--- src/linear_interp_resampler_macros.svh ---
// Assertion macros for the linear interpolation resampler RTL.
`ifndef LINEAR_INTERP_RESAMPLER_MACROS_SVH
`define LINEAR_INTERP_RESAMPLER_MACROS_SVH

// Checks a consequence in the same cycle as its antecedent.
`define LIR_ASSERT_SAME(label, clk, rstn, ante, cons, msg) \
    label: assert property (@(posedge clk) disable iff (!rstn) (ante) |-> (cons)) \
        else $error(msg);

// Checks a consequence in the cycle after its antecedent.
`define LIR_ASSERT_NEXT(label, clk, rstn, ante, cons, msg) \
    label: assert property (@(posedge clk) disable iff (!rstn) (ante) |=> (cons)) \
        else $error(msg);

`endif

--- src/lir_pkg.sv ---
// Package with the constants, types and state encoding of the resampler.
`timescale 1ns / 1ps

package lir_pkg;

    localparam int SAMPLE_W     = 16;
    localparam int RATE_W       = 18;
    localparam int PHASE_W      = 19;
    localparam int MAX_UPSAMPLE = 16;
    localparam int MAX_RESULTS  = 32;
    localparam int CNT_W        = $clog2(MAX_RESULTS);
    localparam int UPS_W        = RATE_W + $clog2(MAX_UPSAMPLE) + 1;

    localparam logic [RATE_W-1:0] RESET_RATE = RATE_W'(22050);

    localparam int APB_DATA_W = 32;
    localparam int APB_ADDR_W = 3;

    // Register indexes, taken from paddr[2].
    localparam logic REG_SOURCE_RATE = 1'b0;
    localparam logic REG_TARGET_RATE = 1'b1;

    localparam int MUL_X_W    = SAMPLE_W + 1;
    localparam int MUL_Y_W    = PHASE_W + 1;
    localparam int ACC_W      = MUL_X_W + MUL_Y_W;
    localparam int DIVIDEND_W = ACC_W;
    localparam int DIVISOR_W  = RATE_W + 1;
    localparam int QUO_W      = SAMPLE_W;
    localparam int QCNT_W     = $clog2(QUO_W);

    typedef enum logic [3:0] {
        ST_IDLE,
        ST_ENTRY,
        ST_PASS,
        ST_MUL_A,
        ST_MUL_B,
        ST_DIV_GO,
        ST_DIV_WAIT,
        ST_STEP,
        ST_EMIT
    } lir_state_t;

    typedef struct packed {
        logic [RATE_W-1:0] source_rate;
        logic [RATE_W-1:0] target_rate;
    } lir_rates_t;

    typedef struct packed {
        logic                  start;
        logic [DIVIDEND_W-1:0] dividend;
        logic [DIVISOR_W-1:0]  divisor;
    } lir_div_req_t;

    typedef struct packed {
        logic             busy;
        logic             done;
        logic [QUO_W-1:0] quotient;
    } lir_div_rsp_t;

    typedef struct packed {
        logic                       valid;
        logic signed [SAMPLE_W-1:0] sample;
        logic                       run_last;
        logic                       buffer_end;
    } lir_result_t;

endpackage

--- src/lir_regs.sv ---
// APB register file holding the source and target sample rates.
`timescale 1ns / 1ps

module lir_regs import lir_pkg::*; (
    input  logic                  aclk,
    input  logic                  aresetn,
    input  logic                  psel,
    input  logic                  penable,
    input  logic                  pwrite,
    input  logic [APB_ADDR_W-1:0] paddr,
    input  logic [APB_DATA_W-1:0] pwdata,
    output logic [APB_DATA_W-1:0] prdata,
    output logic                  pready,
    output lir_rates_t            rates
);

    logic [RATE_W-1:0] source_rate_reg;
    logic [RATE_W-1:0] target_rate_reg;
    logic              wr_en;

    assign pready = 1'b1;
    assign wr_en  = psel && penable && pwrite;

    always_ff @(posedge aclk) begin
        if (!aresetn) begin
            source_rate_reg <= RESET_RATE;
            target_rate_reg <= RESET_RATE;
        end else if (wr_en) begin
            case (paddr[2])
                REG_SOURCE_RATE: source_rate_reg <= pwdata[RATE_W-1:0];
                REG_TARGET_RATE: target_rate_reg <= pwdata[RATE_W-1:0];
                default: ;
            endcase
        end
    end

    always_comb begin
        case (paddr[2])
            REG_SOURCE_RATE: prdata = APB_DATA_W'(source_rate_reg);
            REG_TARGET_RATE: prdata = APB_DATA_W'(target_rate_reg);
            default:         prdata = '0;
        endcase
    end

    assign rates.source_rate = source_rate_reg;
    assign rates.target_rate = target_rate_reg;

endmodule

--- src/lir_div.sv ---
// Restoring divider that produces one quotient bit per cycle.
`timescale 1ns / 1ps

module lir_div import lir_pkg::*; (
    input  logic         aclk,
    input  logic         aresetn,
    input  lir_div_req_t req,
    output lir_div_rsp_t rsp
);

    logic                  busy_reg;
    logic                  done_reg;
    logic [QCNT_W-1:0]     cnt_reg;
    logic [DIVIDEND_W-1:0] rem_reg;
    logic [DIVIDEND_W-1:0] dsh_reg;
    logic [QUO_W-1:0]      quo_reg;
    logic [DIVIDEND_W:0]   trial;
    logic                  fits;

    assign trial = {1'b0, rem_reg} - {1'b0, dsh_reg};
    assign fits  = !trial[DIVIDEND_W];

    always_ff @(posedge aclk) begin
        if (!aresetn) begin
            busy_reg <= 1'b0;
            done_reg <= 1'b0;
            cnt_reg  <= '0;
        end else begin
            done_reg <= 1'b0;
            if (req.start) begin
                busy_reg <= 1'b1;
                cnt_reg  <= '0;
            end else if (busy_reg) begin
                cnt_reg <= cnt_reg + 1'b1;
                if (cnt_reg == QCNT_W'(QUO_W - 1)) begin
                    busy_reg <= 1'b0;
                    done_reg <= 1'b1;
                end
            end
        end
    end

    // The divisor starts aligned with the top quotient bit and walks down.
    always_ff @(posedge aclk) begin
        if (req.start) begin
            rem_reg <= req.dividend;
            dsh_reg <= DIVIDEND_W'(req.divisor) << (QUO_W - 1);
            quo_reg <= '0;
        end else if (busy_reg) begin
            if (fits) begin
                rem_reg <= trial[DIVIDEND_W-1:0];
            end
            dsh_reg <= dsh_reg >> 1;
            quo_reg <= {quo_reg[QUO_W-2:0], fits};
        end
    end

    assign rsp.busy     = busy_reg;
    assign rsp.done     = done_reg;
    assign rsp.quotient = quo_reg;

endmodule

--- src/lir_ctrl.sv ---
// Sequencer with the shared multiplier, phase tracking and result generation.
`timescale 1ns / 1ps
`include "linear_interp_resampler_macros.svh"

module lir_ctrl import lir_pkg::*; (
    input  logic                       aclk,
    input  logic                       aresetn,
    input  lir_rates_t                 rates,
    input  logic                       in_valid,
    output logic                       in_ready,
    input  logic signed [SAMPLE_W-1:0] in_sample,
    input  logic                       in_last,
    input  logic                       out_free,
    output lir_result_t                result,
    output lir_div_req_t               div_req,
    input  lir_div_rsp_t               div_rsp
);

    lir_state_t state_reg, state_next;

    logic signed [SAMPLE_W-1:0] b_reg, b_next;
    logic                       last_reg, last_next;
    logic signed [SAMPLE_W-1:0] held_reg, held_next;
    logic                       have_held_reg, have_held_next;
    logic [PHASE_W-1:0]         phase_reg, phase_next;
    logic [CNT_W-1:0]           n_reg, n_next;
    logic                       hold_mode_reg, hold_mode_next;
    logic signed [ACC_W-1:0]    acc_reg, acc_next;
    logic signed [SAMPLE_W-1:0] res_sample_reg, res_sample_next;
    logic                       res_run_last_reg, res_run_last_next;
    logic                       res_buf_end_reg, res_buf_end_next;
    logic                       done_reg, done_next;

    logic [RATE_W-1:0]          src;
    logic [RATE_W-1:0]          dst;
    logic [PHASE_W-1:0]         dst_ext;
    logic [UPS_W-1:0]           up_limit;
    logic                       bypass;
    logic [PHASE_W:0]           phase_sum;
    logic [PHASE_W-1:0]         phase_adv;
    logic                       adv_below;
    logic [PHASE_W-1:0]         adv_wrap;
    logic                       wrap_below;
    logic                       cur_below;
    logic [PHASE_W-1:0]         cur_wrap;
    logic                       cur_wrap_below;
    logic                       not_full;
    logic [SAMPLE_W-1:0]        a_off;
    logic signed [MUL_X_W-1:0]  mul_x;
    logic signed [MUL_Y_W-1:0]  mul_y;
    logic signed [ACC_W-1:0]    product;
    logic                       emit;

    assign src      = rates.source_rate;
    assign dst      = rates.target_rate;
    assign dst_ext  = PHASE_W'(dst);
    assign up_limit = UPS_W'(src) * UPS_W'(MAX_UPSAMPLE);
    assign bypass   = (src == dst) || (dst == '0) || (UPS_W'(dst) > up_limit);

    assign phase_sum      = {1'b0, phase_reg} + (PHASE_W + 1)'(src);
    assign phase_adv      = phase_sum[PHASE_W-1:0];
    assign adv_below      = phase_adv < dst_ext;
    assign adv_wrap       = adv_below ? '0 : (phase_adv - dst_ext);
    assign wrap_below     = adv_wrap < dst_ext;
    assign cur_below      = phase_reg < dst_ext;
    assign cur_wrap       = phase_reg - dst_ext;
    assign cur_wrap_below = cur_wrap < dst_ext;
    assign not_full       = n_reg != CNT_W'(MAX_RESULTS - 1);

    // The sum a*(dst-ph) + b*ph is formed as (a+32768)*dst + (b-a)*ph, which keeps
    // it non-negative so the divider can work unsigned; the offset is undone by
    // flipping the quotient's top bit.
    assign a_off = {~held_reg[SAMPLE_W-1], held_reg[SAMPLE_W-2:0]};

    always_comb begin
        if (state_reg == ST_MUL_B) begin
            mul_x = {b_reg[SAMPLE_W-1], b_reg} - {held_reg[SAMPLE_W-1], held_reg};
            mul_y = $signed({1'b0, phase_reg});
        end else begin
            mul_x = $signed({1'b0, a_off});
            mul_y = $signed({{(MUL_Y_W - RATE_W){1'b0}}, dst});
        end
    end

    assign product = mul_x * mul_y;

    assign div_req.start    = (state_reg == ST_DIV_GO);
    assign div_req.dividend = DIVIDEND_W'({acc_reg[ACC_W-2:0], 1'b0}) + DIVIDEND_W'(dst);
    assign div_req.divisor  = {dst, 1'b0};

    assign in_ready = (state_reg == ST_IDLE);
    assign emit     = ((state_reg == ST_EMIT) || (state_reg == ST_PASS)) && out_free;

    assign result.valid      = emit;
    assign result.sample     = (state_reg == ST_PASS) ? b_reg : res_sample_reg;
    assign result.run_last   = (state_reg == ST_PASS) ? 1'b1 : res_run_last_reg;
    assign result.buffer_end = (state_reg == ST_PASS) ? last_reg : res_buf_end_reg;

    always_ff @(posedge aclk) begin
        if (!aresetn) begin
            state_reg <= ST_IDLE;
        end else begin
            state_reg <= state_next;
        end
    end

    always_ff @(posedge aclk) begin
        if (!aresetn) begin
            held_reg      <= '0;
            have_held_reg <= 1'b0;
            phase_reg     <= '0;
            n_reg         <= '0;
            hold_mode_reg <= 1'b0;
            done_reg      <= 1'b0;
        end else begin
            held_reg      <= held_next;
            have_held_reg <= have_held_next;
            phase_reg     <= phase_next;
            n_reg         <= n_next;
            hold_mode_reg <= hold_mode_next;
            done_reg      <= done_next;
        end
    end

    always_ff @(posedge aclk) begin
        b_reg            <= b_next;
        last_reg         <= last_next;
        acc_reg          <= acc_next;
        res_sample_reg   <= res_sample_next;
        res_run_last_reg <= res_run_last_next;
        res_buf_end_reg  <= res_buf_end_next;
    end

    always_comb begin
        state_next        = state_reg;
        b_next            = b_reg;
        last_next         = last_reg;
        held_next         = held_reg;
        have_held_next    = have_held_reg;
        phase_next        = phase_reg;
        n_next            = n_reg;
        hold_mode_next    = hold_mode_reg;
        acc_next          = acc_reg;
        res_sample_next   = res_sample_reg;
        res_run_last_next = res_run_last_reg;
        res_buf_end_next  = res_buf_end_reg;
        done_next         = done_reg;

        case (state_reg)
            ST_IDLE: begin
                if (in_valid) begin
                    b_next     = in_sample;
                    last_next  = in_last;
                    n_next     = '0;
                    state_next = ST_ENTRY;
                end
            end

            ST_ENTRY: begin
                if (bypass) begin
                    state_next = ST_PASS;
                end else if (have_held_reg && cur_below) begin
                    hold_mode_next = 1'b0;
                    state_next     = ST_MUL_A;
                end else begin
                    // No output falls between the held sample and this one.
                    held_next      = b_reg;
                    have_held_next = 1'b1;
                    if (have_held_reg) begin
                        phase_next = cur_wrap;
                    end
                    state_next = ST_IDLE;
                    if (last_reg) begin
                        if (have_held_reg ? cur_wrap_below : cur_below) begin
                            hold_mode_next = 1'b1;
                            state_next     = ST_STEP;
                        end else begin
                            held_next      = '0;
                            have_held_next = 1'b0;
                            phase_next     = '0;
                        end
                    end
                end
            end

            ST_PASS: begin
                if (out_free) begin
                    if (last_reg) begin
                        held_next      = '0;
                        have_held_next = 1'b0;
                        phase_next     = '0;
                    end
                    state_next = ST_IDLE;
                end
            end

            ST_MUL_A: begin
                acc_next   = product;
                state_next = ST_MUL_B;
            end

            ST_MUL_B: begin
                acc_next   = acc_reg + product;
                state_next = ST_DIV_GO;
            end

            ST_DIV_GO: begin
                state_next = ST_DIV_WAIT;
            end

            ST_DIV_WAIT: begin
                if (div_rsp.done) begin
                    res_sample_next = $signed({~div_rsp.quotient[QUO_W-1],
                                               div_rsp.quotient[QUO_W-2:0]});
                    state_next      = ST_STEP;
                end
            end

            ST_STEP: begin
                // Look one position ahead so the flags of this result are known now.
                res_run_last_next = 1'b0;
                res_buf_end_next  = 1'b0;
                done_next         = 1'b0;
                if (hold_mode_reg) begin
                    res_sample_next = b_reg;
                end
                if (adv_below && not_full) begin
                    phase_next = phase_adv;
                end else if (!hold_mode_reg) begin
                    held_next      = b_reg;
                    have_held_next = 1'b1;
                    if (last_reg && wrap_below && not_full) begin
                        phase_next     = adv_wrap;
                        hold_mode_next = 1'b1;
                    end else begin
                        res_run_last_next = 1'b1;
                        res_buf_end_next  = last_reg;
                        done_next         = 1'b1;
                        phase_next        = adv_wrap;
                        if (last_reg) begin
                            held_next      = '0;
                            have_held_next = 1'b0;
                            phase_next     = '0;
                        end
                    end
                end else begin
                    res_run_last_next = 1'b1;
                    res_buf_end_next  = 1'b1;
                    done_next         = 1'b1;
                    held_next         = '0;
                    have_held_next    = 1'b0;
                    phase_next        = '0;
                end
                state_next = ST_EMIT;
            end

            ST_EMIT: begin
                if (out_free) begin
                    n_next = n_reg + 1'b1;
                    if (done_reg) begin
                        state_next = ST_IDLE;
                    end else if (hold_mode_reg) begin
                        state_next = ST_STEP;
                    end else begin
                        state_next = ST_MUL_A;
                    end
                end
            end

            default: begin
                state_next = ST_IDLE;
            end
        endcase
    end

    `LIR_ASSERT_SAME(a_emit_free, aclk, aresetn, result.valid, out_free, "result sent while output register busy")
    `LIR_ASSERT_SAME(a_phase_in_range, aclk, aresetn, state_reg == ST_MUL_B, phase_reg < dst_ext, "interpolation phase not below target rate")
    `LIR_ASSERT_SAME(a_phase_clear, aclk, aresetn, !have_held_reg, phase_reg == '0, "phase nonzero without a held sample")
    `LIR_ASSERT_SAME(a_count_bound, aclk, aresetn, (state_reg == ST_EMIT) && (n_reg == CNT_W'(MAX_RESULTS - 1)), done_reg, "result count limit exceeded")
    `LIR_ASSERT_SAME(a_div_idle, aclk, aresetn, div_req.start, !div_rsp.busy, "divider started while busy")
    `LIR_ASSERT_NEXT(a_item_release, aclk, aresetn, (state_reg == ST_EMIT) && out_free && done_reg, in_ready, "not ready after final result of an item")

endmodule

--- src/linear_interp_resampler.sv ---
// Top level of the linear interpolation sample rate converter with its output register.
// An interpolated result passes two multiply passes, a divider start, the 16 quotient bits and
// the done flag of the divider, then a step and an emit state. A result that repeats the final
// sample takes only the step and emit states; a bypassed item takes the entry and pass states.
// A new item is taken only in the idle state, once every result of the last one has been sent.
// Reset is synchronous, active low: rates return to 22050; held sample, phase, handshakes clear.
`timescale 1ns / 1ps

module linear_interp_resampler import lir_pkg::*; (
    input  logic                       aclk,
    input  logic                       aresetn,
    input  logic                       s_valid,
    output logic                       s_ready,
    input  logic signed [SAMPLE_W-1:0] s_sample_in,
    input  logic                       s_buffer_last,
    output logic                       m_valid,
    input  logic                       m_ready,
    output logic signed [SAMPLE_W-1:0] m_sample_out,
    output logic                       m_run_last,
    output logic                       m_buffer_end,
    input  logic                       psel,
    input  logic                       penable,
    input  logic                       pwrite,
    input  logic [APB_ADDR_W-1:0]      paddr,
    input  logic [APB_DATA_W-1:0]      pwdata,
    output logic [APB_DATA_W-1:0]      prdata,
    output logic                       pready
);

    lir_rates_t   rates;
    lir_div_req_t div_req;
    lir_div_rsp_t div_rsp;
    lir_result_t  result;
    logic         out_free;

    logic                       m_valid_reg;
    logic signed [SAMPLE_W-1:0] m_sample_reg;
    logic                       m_run_last_reg;
    logic                       m_buffer_end_reg;

    assign out_free = !m_valid_reg || m_ready;

    lir_regs u_regs (
        .aclk    (aclk),
        .aresetn (aresetn),
        .psel    (psel),
        .penable (penable),
        .pwrite  (pwrite),
        .paddr   (paddr),
        .pwdata  (pwdata),
        .prdata  (prdata),
        .pready  (pready),
        .rates   (rates)
    );

    lir_div u_div (
        .aclk    (aclk),
        .aresetn (aresetn),
        .req     (div_req),
        .rsp     (div_rsp)
    );

    lir_ctrl u_ctrl (
        .aclk      (aclk),
        .aresetn   (aresetn),
        .rates     (rates),
        .in_valid  (s_valid),
        .in_ready  (s_ready),
        .in_sample (s_sample_in),
        .in_last   (s_buffer_last),
        .out_free  (out_free),
        .result    (result),
        .div_req   (div_req),
        .div_rsp   (div_rsp)
    );

    always_ff @(posedge aclk) begin
        if (!aresetn) begin
            m_valid_reg <= 1'b0;
        end else if (result.valid) begin
            m_valid_reg <= 1'b1;
        end else if (m_ready) begin
            m_valid_reg <= 1'b0;
        end
    end

    always_ff @(posedge aclk) begin
        if (result.valid) begin
            m_sample_reg     <= result.sample;
            m_run_last_reg   <= result.run_last;
            m_buffer_end_reg <= result.buffer_end;
        end
    end

    assign m_valid      = m_valid_reg;
    assign m_sample_out = m_sample_reg;
    assign m_run_last   = m_run_last_reg;
    assign m_buffer_end = m_buffer_end_reg;

endmodule
--- config.mk ---
export PLATFORM = sky130hd
export DESIGN_NAME = linear_interp_resampler
export DESIGN_NICKNAME = d
export VERILOG_FILES = /design/src/lir_pkg.sv /design/src/lir_regs.sv /design/src/lir_div.sv /design/src/lir_ctrl.sv /design/src/linear_interp_resampler.sv
export VERILOG_INCLUDE_DIRS = /design/src /design/src/src
export SDC_FILE = /design/constraint.sdc
export NUM_CORES = 2
export LEC_CHECK = 0
export BUFFER_PORTS_ARGS = -buffer_cell sky130_fd_sc_hd__buf_2
export CAP_MARGIN = 20
export CORE_MARGIN = 2
export CORE_UTILIZATION = 30
export DETAILED_ROUTE_END_ITERATION = 6
export GPL_ROUTABILITY_DRIVEN = 1
export GPL_TIMING_DRIVEN = 0
export PLACE_DENSITY_LB_ADDON = 0.1
export SLEW_MARGIN = 15
export SYNTH_ARGS = -nofsm -noshare
export SYNTH_HDL_FRONTEND = slang
export SYNTH_SLANG_ARGS = --single-unit
--- constraint.sdc ---
create_clock -name aclk -period 16.4 [get_ports aclk]
set_input_delay 3.28 -clock aclk [delete_from_list [all_inputs] [get_ports aclk]]
set_output_delay 3.28 -clock aclk [all_outputs]
set_load 0.05 [all_outputs]
# After elaboration in Yosys (flattened, before gate mapping)
# Index checks and enable logic that the tools add are counted.
[classes] reduce_logical=34 multipliers=1 bitwise=5 muxes=83 add_sub_neg=9 n_eq_ne=23 magnitude_cmp=5
[ops] operator="19-bit two-way mux" n=13
[ops] operator="16-bit two-way mux" n=13
[ops] operator="37-bit two-way mux" n=3
[ops] operator="19-bit by 18-bit less-than comparator with 1-bit output" n=4
[ops] operator="37-bit one-hot mux with 2 select lines" n=1
[ops] operator="34-bit two-way mux" n=2
[ops] operator="32-bit one-hot mux with 2 select lines" n=1
[ops] operator="19-bit one-hot mux with 3 select lines" n=1
[ops] operator="16-bit one-hot mux with 3 select lines" n=1
[ops] operator="19-bit by 18-bit subtractor with 19-bit output" n=2
[ops] operator="37-bit by 34-bit subtractor with 38-bit output" n=1
[ops] operator="37-bit by 18-bit adder with 37-bit output" n=1
[ops] operator="37-bit adder" n=1
[ops] operator="17-bit by 20-bit multiplier with 37-bit output" n=1
[ops] operator="4-bit one-hot mux with 9 select lines" n=1
[ops] operator="4-bit two-way mux" n=8
[ops] operator="16-bit one-hot mux with 2 select lines" n=1
[ops] operator="1-bit two-way mux" n=30
[ops] operator="18-bit by 22-bit greater-than comparator with 1-bit output" n=1
[ops] operator="19-bit by 18-bit adder with 19-bit output" n=1
[ops] operator="18-bit == test" n=1
[ops] operator="18-bit zero test" n=1
[ops] operator="17-bit two-way mux" n=1
[ops] operator="16-bit by 16-bit subtractor with 17-bit output" n=1
[ops] operator="other kinds (29)" n=69
[totals] out_inout_bits=53 ff_bits=267 elab_cells=186 inputBits=59

# Depth between registers and ports, before layout
[depth] word_depth=10 depth_mapped=44

# Cells and area by module
# From an unflattened synthesis, not the netlist that was laid out.
[hier_totals] hier_cells=3774 hier_area_um2=32801.5
[by_module_without_submodules] mod="lir_ctrl" area_per_inst_um2=24693.7 n_inst=1 seq_area_each_um2=3072.9 cells_per_inst=2956
[by_module_without_submodules] mod="lir_div" area_per_inst_um2=5728.0 n_inst=1 seq_area_each_um2=2422.3 cells_per_inst=619
[by_module_without_submodules] mod="lir_regs" area_per_inst_um2=1790.5 n_inst=1 seq_area_each_um2=720.7 cells_per_inst=177
[by_module_without_submodules] mod="linear_interp_resampler" area_per_inst_um2=589.3 n_inst=1 seq_area_each_um2=560.5 cells_per_inst=22

# Worst setup path before layout
# Ideal clock, no wire load.
[synth_path] path_type="register to register" startpoint="reg u_ctrl.b_reg[1]" endpoint="reg u_ctrl.acc_reg[34] (data pin)" slack_ns=6.943 period_less_slack_ns=9.457 setup_time_ns=0.270 path_stages_with_launch=39 arrival_time_ns=9.186 path_buffers=1 cell_sequence="edfxtp_1 > ha_1 > nor2b_1 > o21ai_0 > a21oi_1 > o21a_1 > o211ai_1 > nand2_1 > o41ai_1 > o21a_1 > xnor2_1 > clkbuf_1 > a31oi_1 > fa_1 > fa_1 > inv_1 > fa_1 > fa_1 > [3 not listed] > inv_1 > ha_1 > o21a_1 > nor3_1 > o211ai_1 > a41o_1 > o21ai_0 > o311ai_0 > and3b_1 > ha_1 > nand3_1 > nor2_1 > a211o_1 > a221o_1 > a211oi_1 > o31ai_1 > xnor2_1 > a21oi_1"
[synth_between] elab_chain_cells=5
[synth_rtl] item="start, declared" line_no="lir_ctrl.sv:21" source="logic signed [SAMPLE_W-1:0] b_reg, b_next;"
[synth_rtl] item="start signal, assigned" line_no="lir_ctrl.sv:126" source="b_reg <= b_next;"
[synth_rtl] item="16-bit by 16-bit subtractor with 17-bit output (*)" line_no="lir_ctrl.sv:77" source="mul_x = {b_reg[SAMPLE_W-1], b_reg} - {held_reg[SAMPLE_W-1], held_reg};"
[synth_rtl] item="17-bit two-way mux (*)" line_no="lir_ctrl.sv:76" source="if (state_reg == ST_MUL_B) begin"
[synth_rtl] item="17-bit by 20-bit multiplier with 37-bit output (*)" line_no="lir_ctrl.sv:85" source="assign product = mul_x * mul_y;"
[synth_rtl] item="37-bit adder" line_no="lir_ctrl.sv:203" source="acc_next = acc_reg + product;"
[synth_rtl] item="37-bit one-hot mux with 2 select lines (*)" line_no="lir_ctrl.sv:149" source="case (state_reg)"
[synth_rtl] item="net u_ctrl.acc_next[34]" line_no="lir_ctrl.sv:28" source="logic signed [ACC_W-1:0] acc_reg, acc_next;"
[synth_rtl] item="end signal, assigned" line_no="lir_ctrl.sv:128" source="acc_reg <= acc_next;"
[synth_rtl] item="end, declared" line_no="lir_ctrl.sv:28"
# Mark *: on every way through the listed nets, which the timed path passes. The rest lies on a longest branch.
# A chain may end at the register's enable or synchronous reset.

# Worst setup path in the final report
[layout_path] startpoint="reg u_ctrl.state_reg[0]" endpoint="reg u_ctrl.acc_reg[35] (data pin)"
[layout_between] elab_chain_cells=5 elab_cells_between_ends=7 cone_classes="add/sub: 1; mul: 1; eq/ne: 2; mux: 3"
[layout_rtl] item="start, declared" line_no="lir_ctrl.sv:19" source="lir_state_t state_reg, state_next;"
[layout_rtl] item="start signal, assigned" line_no="lir_ctrl.sv:103" source="state_reg <= state_next;"
[layout_rtl] item="4-bit by 3-bit == test with 1-bit output" line_no="lir_ctrl.sv:76, lir_ctrl.sv:149"
[layout_rtl] item="17-bit two-way mux or 19-bit two-way mux (tied branches)" line_no="lir_ctrl.sv:76"
[layout_rtl] item="17-bit by 20-bit multiplier with 37-bit output" line_no="lir_ctrl.sv:85"
[layout_rtl] item="37-bit adder" line_no="lir_ctrl.sv:203"
[layout_rtl] item="37-bit one-hot mux with 2 select lines (*)" line_no="lir_ctrl.sv:149"
[layout_rtl] item="net u_ctrl.acc_next[35]" line_no="lir_ctrl.sv:28"
# Marked as above.

==> metrics list <==
- The run finished with clean final reports.
- Largest net degree at the start of global routing: 21
* Simple-gate share of the synthesized area: 16.3%
- Max reg flops: 37
- GR Util All Layers: 21.3%
- Detailed-route via count: 27300
* Power density of the placed cells: 246 nW/um^2
- CTS hold repair buffers: 0
- Summing the areas of all compound-gate instances in the mapped netlist gives 17.4% of the synthesized area.
* Initial DRC Count: 1748
- Among the stages of the critical path, the cell type that occurs most often is fa_1.
- Share of synthesized area spent on multiplexers: 2.60%
- The floorplan step defined a die boundary enclosing 109000 sq um.
- Proportion of register bits with asynchronous set or reset after synthesis: 0%
- Dominant combinational cell family by area after synthesis: adder cells
- Library cell contributing the largest single delay on the critical path: clkbuf_1
* Source-to-sink clock delay at the later pin of the worst-skew pair: 0.59 ns
* Classification of the worst-slack hold path: reg2reg
- Post-synthesis area per instance: 8.44 sq um
* Pin slew with the least headroom to its limit: 1.18 ns
- In this run the worst path has a maximum fanout of 10.
- Row count: 119
- TritonCTS created 36 clock buffers.
* Antenna-violating nets left: 0
* Initial Util: 30.2%
* Total negative slack: 0 ns
* Initial antenna violation count: 5
- Across the routed clock network, the largest skew measured is 0.0409 ns.
- Routed wire per std cell: 21.7 microns
- Reported max-cap violation count: 0
- The worst setup path is captured at a register.
- Port bufs: 78
- Sequential cell area fraction in the yosys report: 21.3%
- # resized after CTS: 0
- P_leak: 0.0160 uW
- Post-route clock period utilization: 70.9%
* CTS sink cnt: 266
- Max-slew violations: 0
- In this run, synthesis inferred 144 flip-flops with an integrated enable.
* Final setup viols: 0
- Data required time of the worst path: 16.71 ns
- Number of warnings issued by yosys: 0
- Relative to the synthesized area, the layout overhead comes to 11.3%.
- Once the clock tree was built, the setup fixing pass inserted 0 buffers.
- Timing-limited maximum frequency: 86.0 MHz
* Relative slew slack: 21.2%
* H-tree depth reported by CTS: 2
* Hpwl dp: 93.9 mm
- Hold violation total from the final report: 0
* Clock transition at the registers of the reported paths: 0.06 ns
* NumNets Final: 4561
- The first global-routing pass estimated 173 mm of wire.
- For this run, design rule violations remaining after detail routing come to 0.
* Count of non-filler cells in the finished layout: 5323
- Most common flop cell mapped by yosys: edfxtp_1
* Overflow left after global routing: 0
- Summing the areas of all xor and xnor instances in the mapped netlist gives 5.31% of the synthesized area.
* Min Tclk post-route: 11.62 ns
- Yosys mapped the design onto 84 distinct sky130hd cell types.
- CTS tree: built
- The tree is rooted in a clkbuf_16.
- Sum of routed wire length over all layers: 116 mm
- RSZ-0062 raised after global routing: false
- Via count of the first global-routing pass: 26800
- Counting instances, the worst hold path has a depth of 2.
- Worst reg2reg path depth: 35
- Fill count: 11200
- The worst setup path is launched from a register.
- For this run, the detailed router's first-pass iteration total came to 6.
- Counting tap cells, the placed design contains a total of 5257 instances.
* #FFs+latches synth: 266
- The critical path in this run is classified as reg2reg.
- Data arrival time of the critical path: 11.93 ns
- Floorplan Core Area: 105000 sq um
* Largest vdd supply drop: 0.242 mV
* Post-synthesis share of cell area spent on full adders, half adders and majority gates: 29.7%
- For this run, the slowest stage of the critical path takes 0.83 ns.
* Final GP Congestion: 0.885
- Measured along the x axis, the die boundary spans 330 microns.
- Summing every instance area after synthesis gives 31800 sq um.
* Number of vias per cell after detailed routing: 5.14
* Number of standard cells after synthesis: 3769
* Height of the die: 330 microns
- I/O pins: 112
- The repair_antennas step left the layout with diodes totalling 0.
- The clock passes through at most 3 buffers.
- Fraction of layout instances using a drive strength above 1: 6.66%
-- area by class of cell --
cell class | count | area (sq um) | area share (%)
plain buffers | 153 | 642 | 1.81
multi-input cells | 2905 | 22800 | 64.3
clock buffers | 45 | 996 | 2.81
flip-flops and latches | 266 | 6770 | 19.1
well taps | 1391 | 1740 | 4.91
inverters | 458 | 1720 | 4.85
repair buffers | 84 | 495 | 1.40
clock inverters | 21 | 274 | 0.774
-- cells by family after synthesis --
| group | Yosys count |
|---|---|
| muxes | 78 |
| other | 2 |
| and+or+nand+nor | 1159 |
| AOI/OAI and AO/OA | 862 |
| adders and majority gates | 598 |
| buffers and inverters | 611 |
| DFF | 266 |
| xor gates and xnor gates | 193 |
-- per-layer routing --
metal	vias to the layer above	share of wire [%]	global-route usage, %
met5	-	0	0
met4	0	2.5	5.42
met3	114	4.2	1.90
met2	622	45	33.6
met1	13400	48	31.1
li1	13200	-	-
-- critical path: cells and delay by family, from the launching register on --
kind	cells	cell delay, ns
fa+ha+maj	8	3.67
simple gates	7	1.28
mux	1	0.26
buf+inv	7	2.45
flops	1	0.31
xor+xnor	2	0.50
compound gates	10	2.84
-- power breakdown --
group	leakage, uW	internal [uW]	switching (uW)
logic	0.0130	2620	4170
registers	0.00234	897	169
clock network	0.000635	517	353
total	0.0160	4030	4690
-- through the flow --
step	utilization [%]	instance area [sq um]	setup slack, ns	hold WS [ns]	power, uW
floorplan	-	31900	6.94	0.436	5930
global placement	32.3	34000	4.12	0.446	7910
detailed placement	32.4	34200	4.74	0.451	7840
CTS	33.7	35400	4.70	0.459	8790
global route	33.7	35400	3.82	0.498	9630
finish	33.7	35400	4.78	0.458	8720
-- cells in the mapped netlist (94+ instances only) --
library cell | number | area, sq um
fa_1 | 261 | 5230
edfxtp_1 | 144 | 4320
nand2_1 | 459 | 1720
ha_1 | 337 | 4220
dfxtp_1 | 122 | 2440
nor2_1 | 320 | 1200
inv_1 | 457 | 1720
a21o_1 | 94 | 706
o21ai_0 | 193 | 966
xnor2_1 | 109 | 955
clkbuf_1 | 122 | 458
a21oi_1 | 244 | 1220
-- worst paths after layout --
path | slack, ns | startpoint | end
min reg2reg | 0.46 | u_ctrl.n_reg[4] | u_ctrl.n_reg[4]
max | 4.78 | u_ctrl.state_reg[0] | u_ctrl.acc_reg[35]
min | 0.46 | u_ctrl.n_reg[4] | u_ctrl.n_reg[4]
max reg2reg | 4.78 | u_ctrl.state_reg[0] | u_ctrl.acc_reg[35]
-- placed cells by master, fill, tap and decap left out, types with 10 or more instances in the layout --
master and instances:
a211oi_1 29, a21o_1 94, a21oi_1 243, a221oi_1 11
a31o_2 12, a31oi_1 33, and2_1 24, and3_1 21
buf_1 12, buf_2 81, buf_4 15, clkbuf_1 126
clkbuf_16 37, conb_1 15, dfxtp_1 122, edfxtp_1 144
fa_1 261, ha_1 337, inv_1 457, mux2_2 35
mux2i_1 42, nand2_1 459, nand2b_1 31, nand3_1 86
nand4_1 38, nor2_1 319, nor2b_1 31, nor3_1 63
nor4_1 15, o211ai_1 39, o211ai_2 10, o21a_1 55
o21ai_0 193, o21ai_1 10, o21bai_1 19, o31ai_1 15
or2_2 14, or3_1 26, xnor2_1 109, xor2_1 84
(Power assumes the default switching activity.)
